==> config.mk <==
export PLATFORM = sky130hd
export DESIGN_NAME = adc_voltmeter_seven_segment_scan
export DESIGN_NICKNAME = d
export VERILOG_FILES = /design/src/sv/adcvm_pkg.sv /design/src/sv/adc_voltmeter_seven_segment_scan.sv
export SDC_FILE = /design/constraint.sdc
export NUM_CORES = 1
export LEC_CHECK = 0
export ABC_AREA = 1
export BUFFER_PORTS_ARGS = -buffer_cell sky130_fd_sc_hd__buf_2
export CORE_UTILIZATION = 40
export CTS_CLUSTER_DIAMETER = 60
export DETAILED_ROUTE_END_ITERATION = 12
export PLACE_DENSITY = 0.62
export SLEW_MARGIN = 20
export SYNTH_ARGS = -nofsm -noshare
export SYNTH_HDL_FRONTEND = slang
export SYNTH_SLANG_ARGS = --single-unit
==> constraint.sdc <==
create_clock -name clk -period 6.3 [get_ports clk]
set_input_delay 0.945 -clock clk [delete_from_list [all_inputs] [get_ports clk]]
set_output_delay 0.945 -clock clk [all_outputs]
set_load 0.01 [all_outputs]
==> src/sv/adcvm_pkg.sv <==
package adcvm_pkg;

    // converter and display size
    localparam int ADC_BITS    = 12;
    localparam int DIGITS      = 4;

    // register widths
    localparam int SCALE_BITS  = 18;
    localparam int PERIOD_BITS = 16;
    localparam int DWELL_BITS  = 8;
    localparam int POINT_BITS  = 2;
    localparam int CFG_BITS    = 18;
    localparam int CFG_IDX_BITS = 2;

    // register reset values
    localparam logic [SCALE_BITS-1:0]  SCALE_RESET  = SCALE_BITS'(70939);
    localparam logic [PERIOD_BITS-1:0] PERIOD_RESET = PERIOD_BITS'(300);
    localparam logic [DWELL_BITS-1:0]  DWELL_RESET  = DWELL_BITS'(1);
    localparam logic [POINT_BITS-1:0]  POINT_RESET  = POINT_BITS'(2);

    // Q2.16 scale: product drops 16 fraction bits
    localparam int FRAC_BITS  = 16;
    localparam int PROD_BITS  = ADC_BITS + SCALE_BITS;
    localparam int CV_BITS    = PROD_BITS - FRAC_BITS;
    localparam longint unsigned MAX_VALUE = 64'(10 ** DIGITS) - 64'd1;
    localparam int VAL_BITS   = $clog2(10 ** DIGITS);
    localparam int CMP_BITS   = (CV_BITS > VAL_BITS) ? CV_BITS : VAL_BITS;
    localparam int QP_BITS    = 2 * VAL_BITS + 1;
    localparam int IDX_BITS   = (DIGITS > 1) ? $clog2(DIGITS) : 1;
    localparam int SEL_BITS   = 4;
    localparam int SEG_BITS   = 8;
    localparam int DIGIT_BITS = 4;

    typedef enum logic [CFG_IDX_BITS-1:0] {
        CFG_SCALE  = 2'd0,
        CFG_PERIOD = 2'd1,
        CFG_DWELL  = 2'd2,
        CFG_POINT  = 2'd3
    } cfg_idx_t;

    typedef logic [DIGIT_BITS-1:0] digit_t;
    typedef logic [SEG_BITS-1:0]   seg_t;

    // active-low patterns, bit 7 is the decimal point
    localparam seg_t SEG_TABLE [10] = '{
        8'hC0, 8'hF9, 8'hA4, 8'hB0, 8'h99,
        8'h92, 8'h82, 8'hF8, 8'h80, 8'h90
    };
    localparam seg_t SEG_BLANK = 8'hFF;

endpackage

==> src/sv/adc_voltmeter_seven_segment_scan.sv <==
// A transaction accepted at the input passes through the input, product, saturate, quotient
// and output registers in that order before its result shows at the output register.
// Throughput: one transaction per cycle while in_stall is low; scan and period counters update on acceptance.
// Reset (rst_n, async, active low): registers to their defaults, measurement due, all digits 0,
// scan position and counters 0, pipeline empty.
module adc_voltmeter_seven_segment_scan (
    input  logic                                   clk,
    input  logic                                   rst_n,
    input  logic                                   cfg_we,
    input  logic [adcvm_pkg::CFG_IDX_BITS-1:0]     cfg_index,
    input  logic [adcvm_pkg::CFG_BITS-1:0]         cfg_data,
    input  logic                                   in_valid,
    output logic                                   in_stall,
    input  logic [adcvm_pkg::ADC_BITS-1:0]         adc_sample,
    output logic                                   out_valid,
    input  logic                                   out_stall,
    output logic [adcvm_pkg::SEG_BITS-1:0]         segments,
    output logic [adcvm_pkg::SEL_BITS-1:0]         digit_select
);
    import adcvm_pkg::*;

    // configuration
    logic [SCALE_BITS-1:0]  scale_reg;
    logic [PERIOD_BITS-1:0] period_reg;
    logic [DWELL_BITS-1:0]  dwell_reg;
    logic [POINT_BITS-1:0]  point_reg;

    // scan control state
    logic [PERIOD_BITS-1:0] period_count_reg, period_count_next;
    logic                   sample_due_reg, sample_due_next;
    logic [IDX_BITS-1:0]    scan_index_reg, scan_index_next;
    logic [DWELL_BITS-1:0]  dwell_count_reg, dwell_count_next;
    digit_t                 shown_reg [DIGITS];
    digit_t                 shown_next [DIGITS];

    // pipeline
    logic                   s1_valid_reg, s2_valid_reg, s3_valid_reg, s4_valid_reg;
    logic                   s1_cap_reg, s2_cap_reg, s3_cap_reg, s4_cap_reg;
    logic [IDX_BITS-1:0]    s1_idx_reg, s2_idx_reg, s3_idx_reg, s4_idx_reg;
    logic [ADC_BITS-1:0]    s1_sample_reg;
    logic [PROD_BITS-1:0]   s2_prod_reg;
    logic [VAL_BITS-1:0]    s3_value_reg;
    logic [VAL_BITS-1:0]    s4_quot_reg [DIGITS];
    logic                   out_valid_reg;
    seg_t                   segments_reg, segments_next;
    logic [SEL_BITS-1:0]    digit_select_reg, digit_select_next;

    logic en1, en2, en3, en4, en5;
    logic accept;
    logic cap_now;

    logic [PERIOD_BITS-1:0] period_eff;
    logic [DWELL_BITS-1:0]  dwell_eff;
    logic [PERIOD_BITS-1:0] pc_inc;
    logic [DWELL_BITS:0]    dc_inc;

    logic [CV_BITS-1:0]     cv;
    logic [CMP_BITS-1:0]    cv_ext;
    logic [VAL_BITS-1:0]    sat_value;
    logic [VAL_BITS-1:0]    quot [DIGITS];
    digit_t                 new_digit [DIGITS];
    digit_t                 cur_digit;

    // each stage loads when empty or when the next one moves
    assign en5      = !out_valid_reg || !out_stall;
    assign en4      = !s4_valid_reg || en5;
    assign en3      = !s3_valid_reg || en4;
    assign en2      = !s2_valid_reg || en3;
    assign en1      = !s1_valid_reg || en2;
    assign in_stall = !en1;
    assign accept   = in_valid && en1;

    assign out_valid    = out_valid_reg;
    assign segments     = segments_reg;
    assign digit_select = digit_select_reg;

    // ---- scan and period counters, advanced per accepted tick ----
    always_comb
    begin
        period_eff = (period_reg == '0) ? PERIOD_BITS'(1) : period_reg;
        dwell_eff  = (dwell_reg == '0) ? DWELL_BITS'(1) : dwell_reg;
        cap_now    = (scan_index_reg == '0) && (dwell_count_reg == '0) && sample_due_reg;

        dc_inc = {1'b0, dwell_count_reg} + (DWELL_BITS + 1)'(1);
        if (dc_inc >= {1'b0, dwell_eff})
        begin
            dwell_count_next = '0;
            if (scan_index_reg == IDX_BITS'(DIGITS - 1))
                scan_index_next = '0;
            else
                scan_index_next = scan_index_reg + IDX_BITS'(1);
        end
        else
        begin
            dwell_count_next = dc_inc[DWELL_BITS-1:0];
            scan_index_next  = scan_index_reg;
        end

        sample_due_next = cap_now ? 1'b0 : sample_due_reg;
        pc_inc = period_count_reg + PERIOD_BITS'(1);
        if (pc_inc >= period_eff || pc_inc == '0)
        begin
            period_count_next = '0;
            sample_due_next   = 1'b1;
        end
        else
        begin
            period_count_next = pc_inc;
        end
    end

    always_ff @(posedge clk or negedge rst_n)
    begin
        if (!rst_n)
        begin
            scale_reg        <= SCALE_RESET;
            period_reg       <= PERIOD_RESET;
            dwell_reg        <= DWELL_RESET;
            point_reg        <= POINT_RESET;
            period_count_reg <= '0;
            sample_due_reg   <= 1'b1;
            scan_index_reg   <= '0;
            dwell_count_reg  <= '0;
        end
        else
        begin
            if (cfg_we)
            begin
                unique case (cfg_idx_t'(cfg_index))
                    CFG_SCALE:  scale_reg  <= cfg_data[SCALE_BITS-1:0];
                    CFG_PERIOD: period_reg <= cfg_data[PERIOD_BITS-1:0];
                    CFG_DWELL:  dwell_reg  <= cfg_data[DWELL_BITS-1:0];
                    CFG_POINT:  point_reg  <= cfg_data[POINT_BITS-1:0];
                    default:    scale_reg  <= scale_reg;
                endcase
            end
            if (accept)
            begin
                period_count_reg <= period_count_next;
                sample_due_reg   <= sample_due_next;
                scan_index_reg   <= scan_index_next;
                dwell_count_reg  <= dwell_count_next;
            end
        end
    end

    // ---- datapath ----
    always_comb
    begin
        cv        = s2_prod_reg[PROD_BITS-1:FRAC_BITS];
        cv_ext    = CMP_BITS'(cv);
        sat_value = (cv_ext > CMP_BITS'(MAX_VALUE)) ? VAL_BITS'(MAX_VALUE)
                                                    : VAL_BITS'(cv_ext);
    end

    assign quot[0] = s3_value_reg;

    // floor(v / 10^k) by exact reciprocal multiply
    for (genvar k = 1; k < DIGITS; k++)
    begin : g_quot
        localparam longint unsigned POW = 64'(10 ** k);
        localparam int SH = VAL_BITS + $clog2(10 ** k);
        localparam longint unsigned MUL = ((64'd1 << SH) + POW - 64'd1) / POW;
        logic [QP_BITS-1:0] qprod;
        assign qprod   = QP_BITS'(s3_value_reg) * QP_BITS'(MUL);
        assign quot[k] = VAL_BITS'(qprod >> SH);
    end

    always_comb
    begin
        for (int k = 0; k < DIGITS - 1; k++)
            new_digit[k] = DIGIT_BITS'(s4_quot_reg[k]
                                       - (s4_quot_reg[k+1] << 3)
                                       - (s4_quot_reg[k+1] << 1));
        new_digit[DIGITS-1] = DIGIT_BITS'(s4_quot_reg[DIGITS-1]);
        for (int k = 0; k < DIGITS; k++)
            shown_next[k] = s4_cap_reg ? new_digit[k] : shown_reg[k];

        cur_digit = shown_next[s4_idx_reg];
        if (cur_digit < DIGIT_BITS'(10))
            segments_next = SEG_TABLE[cur_digit];
        else
            segments_next = SEG_BLANK;
        if (32'(s4_idx_reg) == 32'(point_reg))
            segments_next[SEG_BITS-1] = 1'b0;

        for (int b = 0; b < SEL_BITS; b++)
            digit_select_next[b] = (32'(s4_idx_reg) == b);
    end

    always_ff @(posedge clk or negedge rst_n)
    begin
        if (!rst_n)
        begin
            s1_valid_reg  <= 1'b0;
            s2_valid_reg  <= 1'b0;
            s3_valid_reg  <= 1'b0;
            s4_valid_reg  <= 1'b0;
            out_valid_reg <= 1'b0;
            for (int k = 0; k < DIGITS; k++)
                shown_reg[k] <= '0;
        end
        else
        begin
            if (en1)
                s1_valid_reg <= in_valid;
            if (en2)
                s2_valid_reg <= s1_valid_reg;
            if (en3)
                s3_valid_reg <= s2_valid_reg;
            if (en4)
                s4_valid_reg <= s3_valid_reg;
            if (en5)
                out_valid_reg <= s4_valid_reg;
            if (en5 && s4_valid_reg && s4_cap_reg)
            begin
                for (int k = 0; k < DIGITS; k++)
                    shown_reg[k] <= new_digit[k];
            end
        end
    end

    always_ff @(posedge clk)
    begin
        if (accept)
        begin
            s1_sample_reg <= adc_sample;
            s1_cap_reg    <= cap_now;
            s1_idx_reg    <= scan_index_reg;
        end
        if (en2 && s1_valid_reg)
        begin
            s2_prod_reg <= PROD_BITS'(s1_sample_reg) * PROD_BITS'(scale_reg);
            s2_cap_reg  <= s1_cap_reg;
            s2_idx_reg  <= s1_idx_reg;
        end
        if (en3 && s2_valid_reg)
        begin
            s3_value_reg <= sat_value;
            s3_cap_reg   <= s2_cap_reg;
            s3_idx_reg   <= s2_idx_reg;
        end
        if (en4 && s3_valid_reg)
        begin
            for (int k = 0; k < DIGITS; k++)
                s4_quot_reg[k] <= quot[k];
            s4_cap_reg <= s3_cap_reg;
            s4_idx_reg <= s3_idx_reg;
        end
        if (en5 && s4_valid_reg)
        begin
            segments_reg     <= segments_next;
            digit_select_reg <= digit_select_next;
        end
    end

    // a capture only ever starts a scan
    a_cap_at_scan_start: assert property (@(posedge clk) disable iff (!rst_n)
        s1_valid_reg && s1_cap_reg |-> s1_idx_reg == '0)
        else $error("capture outside scan start");

    a_select_onehot: assert property (@(posedge clk) disable iff (!rst_n)
        out_valid |-> $onehot0(digit_select))
        else $error("digit select not one-hot");

    // input held off only when the first stage is occupied and blocked
    a_stall_needs_full: assert property (@(posedge clk) disable iff (!rst_n)
        in_stall |-> s1_valid_reg && s2_valid_reg && s3_valid_reg && s4_valid_reg
                     && out_valid_reg && out_stall)
        else $error("input stalled with room in pipeline");

    // capture clears the due flag unless the period wraps in the same tick
    a_due_cleared: assert property (@(posedge clk) disable iff (!rst_n)
        accept && cap_now && period_count_next != '0 |=> !sample_due_reg)
        else $error("measurement still due after capture");

endmodule
**After elaboration in Yosys (flattened, before gate mapping)**

Memory sizes are Yosys's and may differ from the RTL's.
Index checks and enable logic that the tools add are counted.

- Logic and storage cells: 116
- Memory bits (read-only): 128
- Memory bits (writable): 56
- Memories kept: 2
- Latch bits: 0
- Register bits after elaboration: 172

Memory list:

| memory | depth | width | read ports | clocked after memory_dff | wr ports | line | source |
|---|---|---|---|---|---|---|---|
| (name not given) | 16 | 8 | 1 | 0 | 0 | adc_voltmeter_seven_segment_scan.sv:181 | `segments_next = SEG_TABLE[cur_digit];` |
| s4_quot_reg | 4 | 14 | 4 | 0 | 4 | adc_voltmeter_seven_segment_scan.sv:43 | `logic [VAL_BITS-1:0] s4_quot_reg [DIGITS];` |

- Reduce and logical (&&, ||, !) cells: 35
- Bitwise gates (word level): 2
- $add $sub $neg: 9
- Equal/unequal tests: 8
- Multiply operators: 4
- Magnitude comparators: 6
- Shift-type cells: 0
- Divide/modulo/power cells: 0
- Mux-type cells: 19

Operators by type and width:

| cell | count |
|---|---|
| two-way mux 8 bit | 5 |
| zero test 16 bit | 2 |
| two-way mux 16 bit | 2 |
| multiplier 12 x 18 -> 30 bit | 1 |
| multiplier 14 x 15 -> 29 bit (second input constant) | 1 |
| multiplier 14 x 14 -> 28 bit (second input constant) | 1 |
| multiplier 14 x 13 -> 27 bit (second input constant) | 1 |
| two-way mux 4 bit | 6 |
| subtractor 4 bit | 6 |
| adder 16 x 1 -> 16 bit (second input constant) | 1 |
| >= comparator 16 bit | 1 |
| zero test 8 bit | 2 |
| > comparator 14 bit (second input constant) | 1 |
| AND reduction 2 bit | 6 |
| == test 2 bit (second input constant) | 5 |
| adder 8 x 1 -> 9 bit (second input constant) | 1 |
| >= comparator 9 x 8 -> 1 bit | 1 |
| binary-select mux 4 bit (select 2 bit) | 1 |
| logical AND 1 bit | 8 |
| zero test 1 bit | 7 |
| zero test 2 bit | 3 |
| logical OR 1 bit | 6 |
| >= comparator 5 bit (second input constant) | 1 |
| inverter 4 -> 5 bit | 1 |
| other kinds (9) | 13 |

**Longest topological paths before layout**

Gate-level depths: netlist of run 1.
An unclocked memory read counts as a cell.

- Depth after elaboration: 12
- Gate-level depth with buffers: 24

**Worst setup path before layout of run 1**

No wires, ideal clock.

- Kind: flip-flop to flip-flop
- Start point: register s3_value_reg[12]
- End point: memory s4_quot_reg[1][1] (netlist name), data pin
- Arrival: 4.868 ns
- Path buffers: 0
- Stages on the path, launching flop included: 19
- Setup slack: 1.171 ns
- Library setup time: 0.261 ns
- Cells stage by stage: edfxtp_1 -> inv_1 -> ha_1 -> fa_1 -> inv_1 -> fa_1 -> inv_1 -> fa_1 -> inv_1 -> fa_1 -> inv_1 -> fa_1 -> inv_1 -> ha_1 -> a21oi_1 -> o21ai_0 -> a211oi_1 -> nand3_1 -> xor2_1

RTL lines:

| element | line | source |
|---|---|---|
| start: declaration | adc_voltmeter_seven_segment_scan.sv:42 | `logic [VAL_BITS-1:0] s3_value_reg;` |
| start signal: assignment | adc_voltmeter_seven_segment_scan.sv:239 | `s3_value_reg <= sat_value;` |
| end: declaration | adc_voltmeter_seven_segment_scan.sv:43 |  |

**Worst setup path after layout of run 1**

- Start point: register s1_sample_reg[8]
- End point: register s2_prod_reg[28], data pin

- Longest elaborated chain between the ends: 1

Ends and longest elaborated chain:

| element | line | source |
|---|---|---|
| start: declaration | adc_voltmeter_seven_segment_scan.sv:40 | `logic [ADC_BITS-1:0] s1_sample_reg;` |
| start signal: assignment | adc_voltmeter_seven_segment_scan.sv:227 | `s1_sample_reg <= adc_sample;` |
| multiplier 12 x 18 -> 30 bit | adc_voltmeter_seven_segment_scan.sv:233 | `s2_prod_reg <= PROD_BITS'(s1_sample_reg) * PROD_BITS'(scale_reg);` |
| end signal: assignment | adc_voltmeter_seven_segment_scan.sv:233 |  |
| end: declaration | adc_voltmeter_seven_segment_scan.sv:41 | `logic [PROD_BITS-1:0] s2_prod_reg;` |

Every way passes these cells.
A chain may end at the register's enable or synchronous reset.

==> results.txt, run 1 <==
----------------------------------------------------
[Clock tree]
  CTS tree ... done
  Worst-Skew Late Latency ... 460 ps
  Hold buffer count at CTS ... 0
  Setup bufs post-CTS ... 0
  Number of buffers created by CTS ... 17
  Total number of clock tree sinks ... 172
  Total of cells resized after clock tree synthesis ... 0
  Root Buffer ... sky130_fd_sc_hd__clkbuf_16
  Maximum buffer depth of the clock tree ... 2
  Htree depth ... 4
  Clock-pin slew of the registers on the worst-case setup and hold paths ... 70 ps

[Timing]
  Final Skew ... 17.11 ps
  Slew Viols, Final ... 0
  Highest Clock Rate ... 0.1824 GHz
  Share of the cycle needed by the critical path after routing ... 0.8702
  Normalized max-slew margin ... 0.3399
  Setup-failing EPs final ... 0
  Final worst path period need ... 5482 ps
  Sum Neg Setup Slack ... 0 ps
  Slew at the pin closest to its max-slew limit ... 990.1 ps
  Setup repair after global routing missed its margin ... no
  Final hold violation count ... 0

[Synth]
  Compound-gate portion of the synthesized area ... 0.07809
  EDFF count, synth ... 80
  Post-synthesis share of cell area spent on and, or, nand and nor gates ... 0.1471
  Largest cells by area after synthesis ... sky130_fd_sc_hd__fa_1 (25%), sky130_fd_sc_hd__ha_1 (18%), sky130_fd_sc_hd__inv_1 (12%)
  Part of the Yosys area used for sequential elements ... 0.1996
  Multiplexer area fraction after synthesis ... 0.001375
  Post-synthesis share of cell area spent on xor and xnor gates ... 0.01739
  Area of the mapped netlist ... 23670 um2
  Largest family of logic cells by synthesized area ... adder cells
  Register bit total from synthesis ... 172
  Yosys cell types ... 48
  Leading area contributor after synthesis ... sky130_fd_sc_hd__fa_1
  Share of synthesized registers carrying an async set or reset ... 0.5349
  Syn_area_per_cell ... 8.371 um2
  Syn Inst Count ... 2827
  Flip-flop cell with the highest count after synthesis ... sky130_fd_sc_hd__edfxtp_1
  Portion of synthesized cell area occupied by the leading cell type ... 0.2504
  Arithmetic-cell share of the synthesized area counting full adders, half adders and majority gates ... 0.4296
  Warning count from the yosys run ... 0
  Synthesized netlist net count ... 3499

[Worst hold path]
  Type of the tightest min-delay check ... register to register

[Setup path]
  Buffering stage count on the worst path with inverters included ... 4
  Cell Chain, Critical Path ... nand2_1 > fa_1 > inv_1 > fa_1 > fa_1 > fa_1 > inv_1 > fa_1 > inv_1 > ha_1 > nand2_1 > inv_1 > a21boi_0 > o21ai_0 > a21oi_1 > nand2_1 > nand2_1 > nand2_1
  Data arrival, critical path ... 5690 ps
  Family with the most delay on the worst path ... adder cells
  Critical path start-end classification ... register to register
  Slowest Stage Delay on Critical Path ... 820 ps
  Critical Path Slowest Stage Cell ... sky130_fd_sc_hd__edfxtp_1
  Crit path max fanout ... 18
  Worst reg-to-reg setup slack ... 820 ps
  Critical path capture point type ... register
  Worst setup SP type ... register
  Critical Path RT ... 6510 ps

[Route]
  Number of iterations in the first detailed-routing pass ... 7
  Number of DRC markers after the initial detailed-route iteration ... 1003
  Routed wire length ... 54790 um
  Post-detailed-route via-to-cell ratio ... 4.793
  Average wire per standard cell ... 15.10 um
  Final ANT Viol Nets ... 0
  Total vias in the final route ... 17390
  DRC errors left ... 0

[Cells and area]
  Share of final-layout standard cells stronger than drive strength 1 ... 0.05379
  Area delta synth->final ... 7.047%
  Final net count ... 3522
  Number of inserted diodes ... 0
  Flip-flop count of the largest register after layout ... 18

[Global route]
  Remaining global-route overflow ... 0
  Global-route met2 utilization ... 0.3177
  Wire length of the first global-routing pass ... 92590 um
  Global routing's busiest layer ... met2
  Via count of the first global-routing pass ... 18170
  Maximum number of pins on one net before global-route repair ... 53
  Overall track demand over capacity in global routing ... 0.1939
  Met3 Resource Use GR ... 0.02296
  Initial antenna violation count ... 0
  Met1 demand-to-capacity share in global routing ... 0.2686

[Flow run]
  Max cap viols ... 0

[Floorplanning]
  Die width ... 245.2 um
  Vertical die dimension ... 245.2 um
  Starting density of the core ... 0.4078
  I/O Pins ... 51
  Area of the die ... 60140 um2
  Placeable core region ... 58030 um2
  Site Rows ... 88

[Place]
  Number of I/O port buffers ... 50
  Final RePlAce weighted congestion ... 0.8661
  HPWL after DPL ... 45680 um

[Run status]
  Result of the run ... complete, no violations

----------------------------------------------------
metal layers:
layer,share of wire,vias to the layer above
met2,0.46,353
met4,0.023,0
met1,0.48,8254
li1,-,8727
met3,0.040,56
met5,0,-
layout make-up:
type / count / area (um2)
Timing Repair Buffer: 67 / 380.4
Clock inverter: 14 / 146.4
Inverter: 731 / 2744
Fill cell: 5784 / 32690
Clock buffer: 18 / 429.2
Multi-Input combinational cell: 1861 / 15950
Sequential cell: 172 / 4723
Tap cell: 765 / 957.2
placed cells by master (no fill, tap or decap), drive strengths merged, types with 8 or more instances in the layout:
cell type	n
inv	737
nand2	586
ha	339
fa	296
o21ai	150
nor2	120
a21oi	105
edfxtp	80
nand3	78
dfrtp	77
buf	67
xor2	27
nand4	22
xnor2	20
a21o	20
clkbuf	18
nor4	16
dfstp	15
o21bai	13
nor3	13
or2	11
a31oi	9
clkinv	8
cells in the mapped netlist, types with 7 or more instances:
library cell and instances:
sky130_fd_sc_hd__inv_1 728, sky130_fd_sc_hd__a31oi_1 9, sky130_fd_sc_hd__o21ai_0 144, sky130_fd_sc_hd__ha_1 339
sky130_fd_sc_hd__nand2_1 581, sky130_fd_sc_hd__nor4_1 16, sky130_fd_sc_hd__xnor2_1 20, sky130_fd_sc_hd__edfxtp_1 80
sky130_fd_sc_hd__dfrtp_1 77, sky130_fd_sc_hd__fa_1 296, sky130_fd_sc_hd__a21oi_2 10, sky130_fd_sc_hd__o211ai_1 7
sky130_fd_sc_hd__buf_2 8, sky130_fd_sc_hd__a21o_1 20, sky130_fd_sc_hd__clkbuf_1 48, sky130_fd_sc_hd__o21bai_1 13
sky130_fd_sc_hd__nand4_1 22, sky130_fd_sc_hd__xor2_1 27, sky130_fd_sc_hd__nand3_1 77, sky130_fd_sc_hd__or2_2 11
sky130_fd_sc_hd__dfstp_2 15, sky130_fd_sc_hd__a21oi_1 95, sky130_fd_sc_hd__nor2_1 114, sky130_fd_sc_hd__nor3_1 12
cell families (layout without fill, tap and decap cells):
kind of cell	Yosys count	after routing
AOI/OAI and AO/OA	327	327
xor gates and xnor gates	47	47
adders and majority gates	635	635
buffers and inverters	794	830
DFF	172	172
muxes	3	3
and+or+nand+nor	849	849
final timing paths:
kind                                        endpoint  depth (start not counted)        startpoint
min in group asynchronous       period_count_reg[13]                          1             rst_n
worst min register to register         s3_idx_reg[1]                          0     s2_idx_reg[1]
worst max-delay path                 s2_prod_reg[28]                         18  s1_sample_reg[8]
worst max register to register       s2_prod_reg[28]                         18  s1_sample_reg[8]
worst min-delay path                   s3_idx_reg[1]                          0     s2_idx_reg[1]
max in group asynchronous               shown_reg[0]                          2             rst_n
through the flow:
step | hold WS [ps] | instances | util | worst slack [ps] | instance area (um2)
after floorplan | 400.3 | 2827 | - | 1171 | 23670
after global placement | 400.4 | 3596 | 0.4265 | 869.1 | 24750
after detailed placement | 404.5 | 3596 | 0.4266 | 821.4 | 24750
after CTS | 416.4 | 3628 | 0.4365 | 807.4 | 25330
after global routing | 430.8 | 3628 | 0.4366 | 443.7 | 25330
final | 414.8 | 3628 | 0.4366 | 817.7 | 25330
Power of run 1 is left out: the tool's default activity adds up to more than one toggle a clock period on the data nets, which glitch-free logic cannot reach.
==> inputs of run 2 (changes only) <==
--- a/config.mk
+++ b/config.mk
@@ -10,6 +10,7 @@
 export CORE_UTILIZATION = 40
 export CTS_CLUSTER_DIAMETER = 60
 export DETAILED_ROUTE_END_ITERATION = 12
+export MAX_ROUTING_LAYER = met4
 export PLACE_DENSITY = 0.62
 export SLEW_MARGIN = 20
 export SYNTH_ARGS = -nofsm -noshare
==> results.txt, run 2 (synthesized netlist as in run 1, its figures left out) <==
----------------------------------------------------
[Route]
  Average wire per standard cell ... 14.92 um (was 15.10 um)
  Post-detailed-route via-to-cell ratio ... 4.769 (was 4.793)
  Number of iterations in the first detailed-routing pass ... 7 (unchanged)
  DRC errors left ... 0 (unchanged)
  Routed wire length ... 54160 um (was 54790 um)
  Number of DRC markers after the initial detailed-route iteration ... 986 (was 1003)
  Total vias in the final route ... 17310 (was 17390)
  Final ANT Viol Nets ... 0 (unchanged)

[Timing]
  Sum Neg Setup Slack ... 0 ps (unchanged)
  Worst Setup Slack, final ... 817.5 ps (was 817.7 ps)
  Slew Viols, Final ... 0 (unchanged)
  Highest Clock Rate ... 0.1824 GHz (about the same)
  Share of the cycle needed by the critical path after routing ... 0.8702 (about the same)
  Final worst path period need ... 5482 ps (about the same)
  Slew at the pin closest to its max-slew limit ... 1017 ps (was 990.1 ps)
  Final hold violation count ... 0 (unchanged)
  Setup repair after global routing missed its margin ... no (unchanged)
  Normalized max-slew margin ... 0.3217 (was 0.3399)
  Setup-failing EPs final ... 0 (unchanged)
  Final Skew ... 15.84 ps (was 17.11 ps)

[Setup path]
  Cell Chain, Critical Path ... nand2_1 > fa_1 > inv_1 > fa_1 > fa_1 > fa_1 > inv_1 > fa_1 > inv_1 > ha_1 > nand2_1 > inv_1 > a21boi_0 > o21ai_0 > a21oi_1 > nand2_1 > nand2_1 > nand2_1 (unchanged)
  Buffering stage count on the worst path with inverters included ... 4 (unchanged)
  Critical path capture point type ... register (unchanged)
  Worst setup SP type ... register (unchanged)
  Data arrival, critical path ... 5680 ps (was 5690 ps)
  Slowest Stage Delay on Critical Path ... 780 ps (was 820 ps)
  Crit path max fanout ... 18 (unchanged)
  Worst reg-to-reg setup slack ... 820 ps (about the same)
  Critical Path Slowest Stage Cell ... sky130_fd_sc_hd__edfxtp_1 (unchanged)
  Critical Path RT ... 6500 ps (was 6510 ps)
  Family with the most delay on the worst path ... adder cells (unchanged)
  Critical path start-end classification ... register to register (unchanged)

[Clock tree]
  Maximum buffer depth of the clock tree ... 2 (unchanged)
  Total number of clock tree sinks ... 172 (unchanged)
  Number of buffers created by CTS ... 17 (unchanged)
  Hold buffer count at CTS ... 0 (unchanged)
  Htree depth ... 4 (unchanged)
  Worst-Skew Late Latency ... 450 ps (was 460 ps)
  Total of cells resized after clock tree synthesis ... 0 (unchanged)
  CTS tree ... done (unchanged)
  Setup bufs post-CTS ... 0 (unchanged)
  Clock-pin slew of the registers on the worst-case setup and hold paths ... 70 ps (about the same)
  Root Buffer ... sky130_fd_sc_hd__clkbuf_16 (unchanged)

[Floorplanning]
  Die width ... 245.2 um (unchanged)
  Vertical die dimension ... 245.2 um (unchanged)
  Starting density of the core ... 0.4078 (unchanged)
  Placeable core region ... 58030 um2 (unchanged)
  I/O Pins ... 51 (unchanged)
  Area of the die ... 60140 um2 (unchanged)
  Site Rows ... 88 (unchanged)

[Cells and area]
  Share of final-layout standard cells stronger than drive strength 1 ... 0.05445 (was 0.05379)
  Final net count ... 3524 (was 3522)
  Area delta synth->final ... 7.296% (was 7.047%)
  Most frequent cells in the layout ... sky130_fd_sc_hd__inv_1 (728), sky130_fd_sc_hd__nand2_1 (581), sky130_fd_sc_hd__ha_1 (339) (unchanged)
  Post-layout instance area ... 25390 um2 (was 25330 um2)
  Number of inserted diodes ... 0 (unchanged)
  Flip-flop count of the largest register after layout ... 18 (unchanged)
  Most frequent standard cell in the layout excluding fill and tap cells ... sky130_fd_sc_hd__inv_1 (unchanged)
  Fill count ... 5739 (was 5784)
  Utilization of the core after routing ... 0.4376 (was 0.4366)

[Global route]
  Via count of the first global-routing pass ... 17590 (was 18170)
  Initial antenna violation count ... 0 (unchanged)
  Wire length of the first global-routing pass ... 91400 um (was 92590 um)
  Maximum number of pins on one net before global-route repair ... 53 (unchanged)
  Overall track demand over capacity in global routing ... 0.1965 (was 0.1939)
  Remaining global-route overflow ... 0 (unchanged)

[Run status]
  Result of the run ... complete, no violations (unchanged)

[Place]
  Placed standard-cell area ... 24770 um2 (was 24750 um2)
  HPWL after DPL ... 45560 um (was 45680 um)
  Pre-CTS setup slack ... 834.2 ps (was 821.4 ps)
  Final RePlAce weighted congestion ... 0.9199 (was 0.8661)
  Number of I/O port buffers ... 50 (unchanged)

[Flow run]
  Max cap viols ... 0 (unchanged)

[Worst hold path]
  Type of the tightest min-delay check ... register to register (unchanged)

----------------------------------------------------
run 2: final cells by class:
cell class	instances	area (um2)	area share
multi-input combinational	1861	15950	0.6283
sequential	172	4723	0.1860
inverter	731	2744	0.1081
tap	765	957.2	0.03770
clock buffer	20	479.2	0.01887
timing repair buffer	69	395.4	0.01557
clock inverter	12	140.1	0.005519
run 2: worst paths after layout:
| kind | from | endpoint | cells after the start |
|---|---|---|---|
| max | s1_sample_reg[8] | s2_prod_reg[28] | 18 |
| min | s3_idx_reg[0] | s4_idx_reg[0] | 0 |
| max reg2reg | s1_sample_reg[8] | s2_prod_reg[28] | 18 |
| min reg2reg | s3_idx_reg[0] | s4_idx_reg[0] | 0 |
| max in group asynchronous | rst_n | shown_reg[3] | 2 |
| min in group asynchronous | rst_n | period_count_reg[13] | 1 |
run 2: per-layer routing:
metal / track usage / part of all wire / wire (um) / vias up
met5: - / 0 / 0 / -
met4: 0.03879 / 0.012 / 673 / 0
met3: 0.01979 / 0.033 / 1786 / 34
met2: 0.3157 / 0.47 / 25200 / 298
met1: 0.2693 / 0.49 / 26490 / 8254
li1: - / - / - / 8726
run 2: per-stage QoR:
stage          hold WS, ps  std cells
5_1_grt              423.4       3630
3_5_place_dp         406.5       3598
4_1_cts              420.5       3630
6_report             419.3       3630
2_1_floorplan        400.3       2827
3_3_place_gp         401.1       3598
Power of run 2 is left out for the same reason.
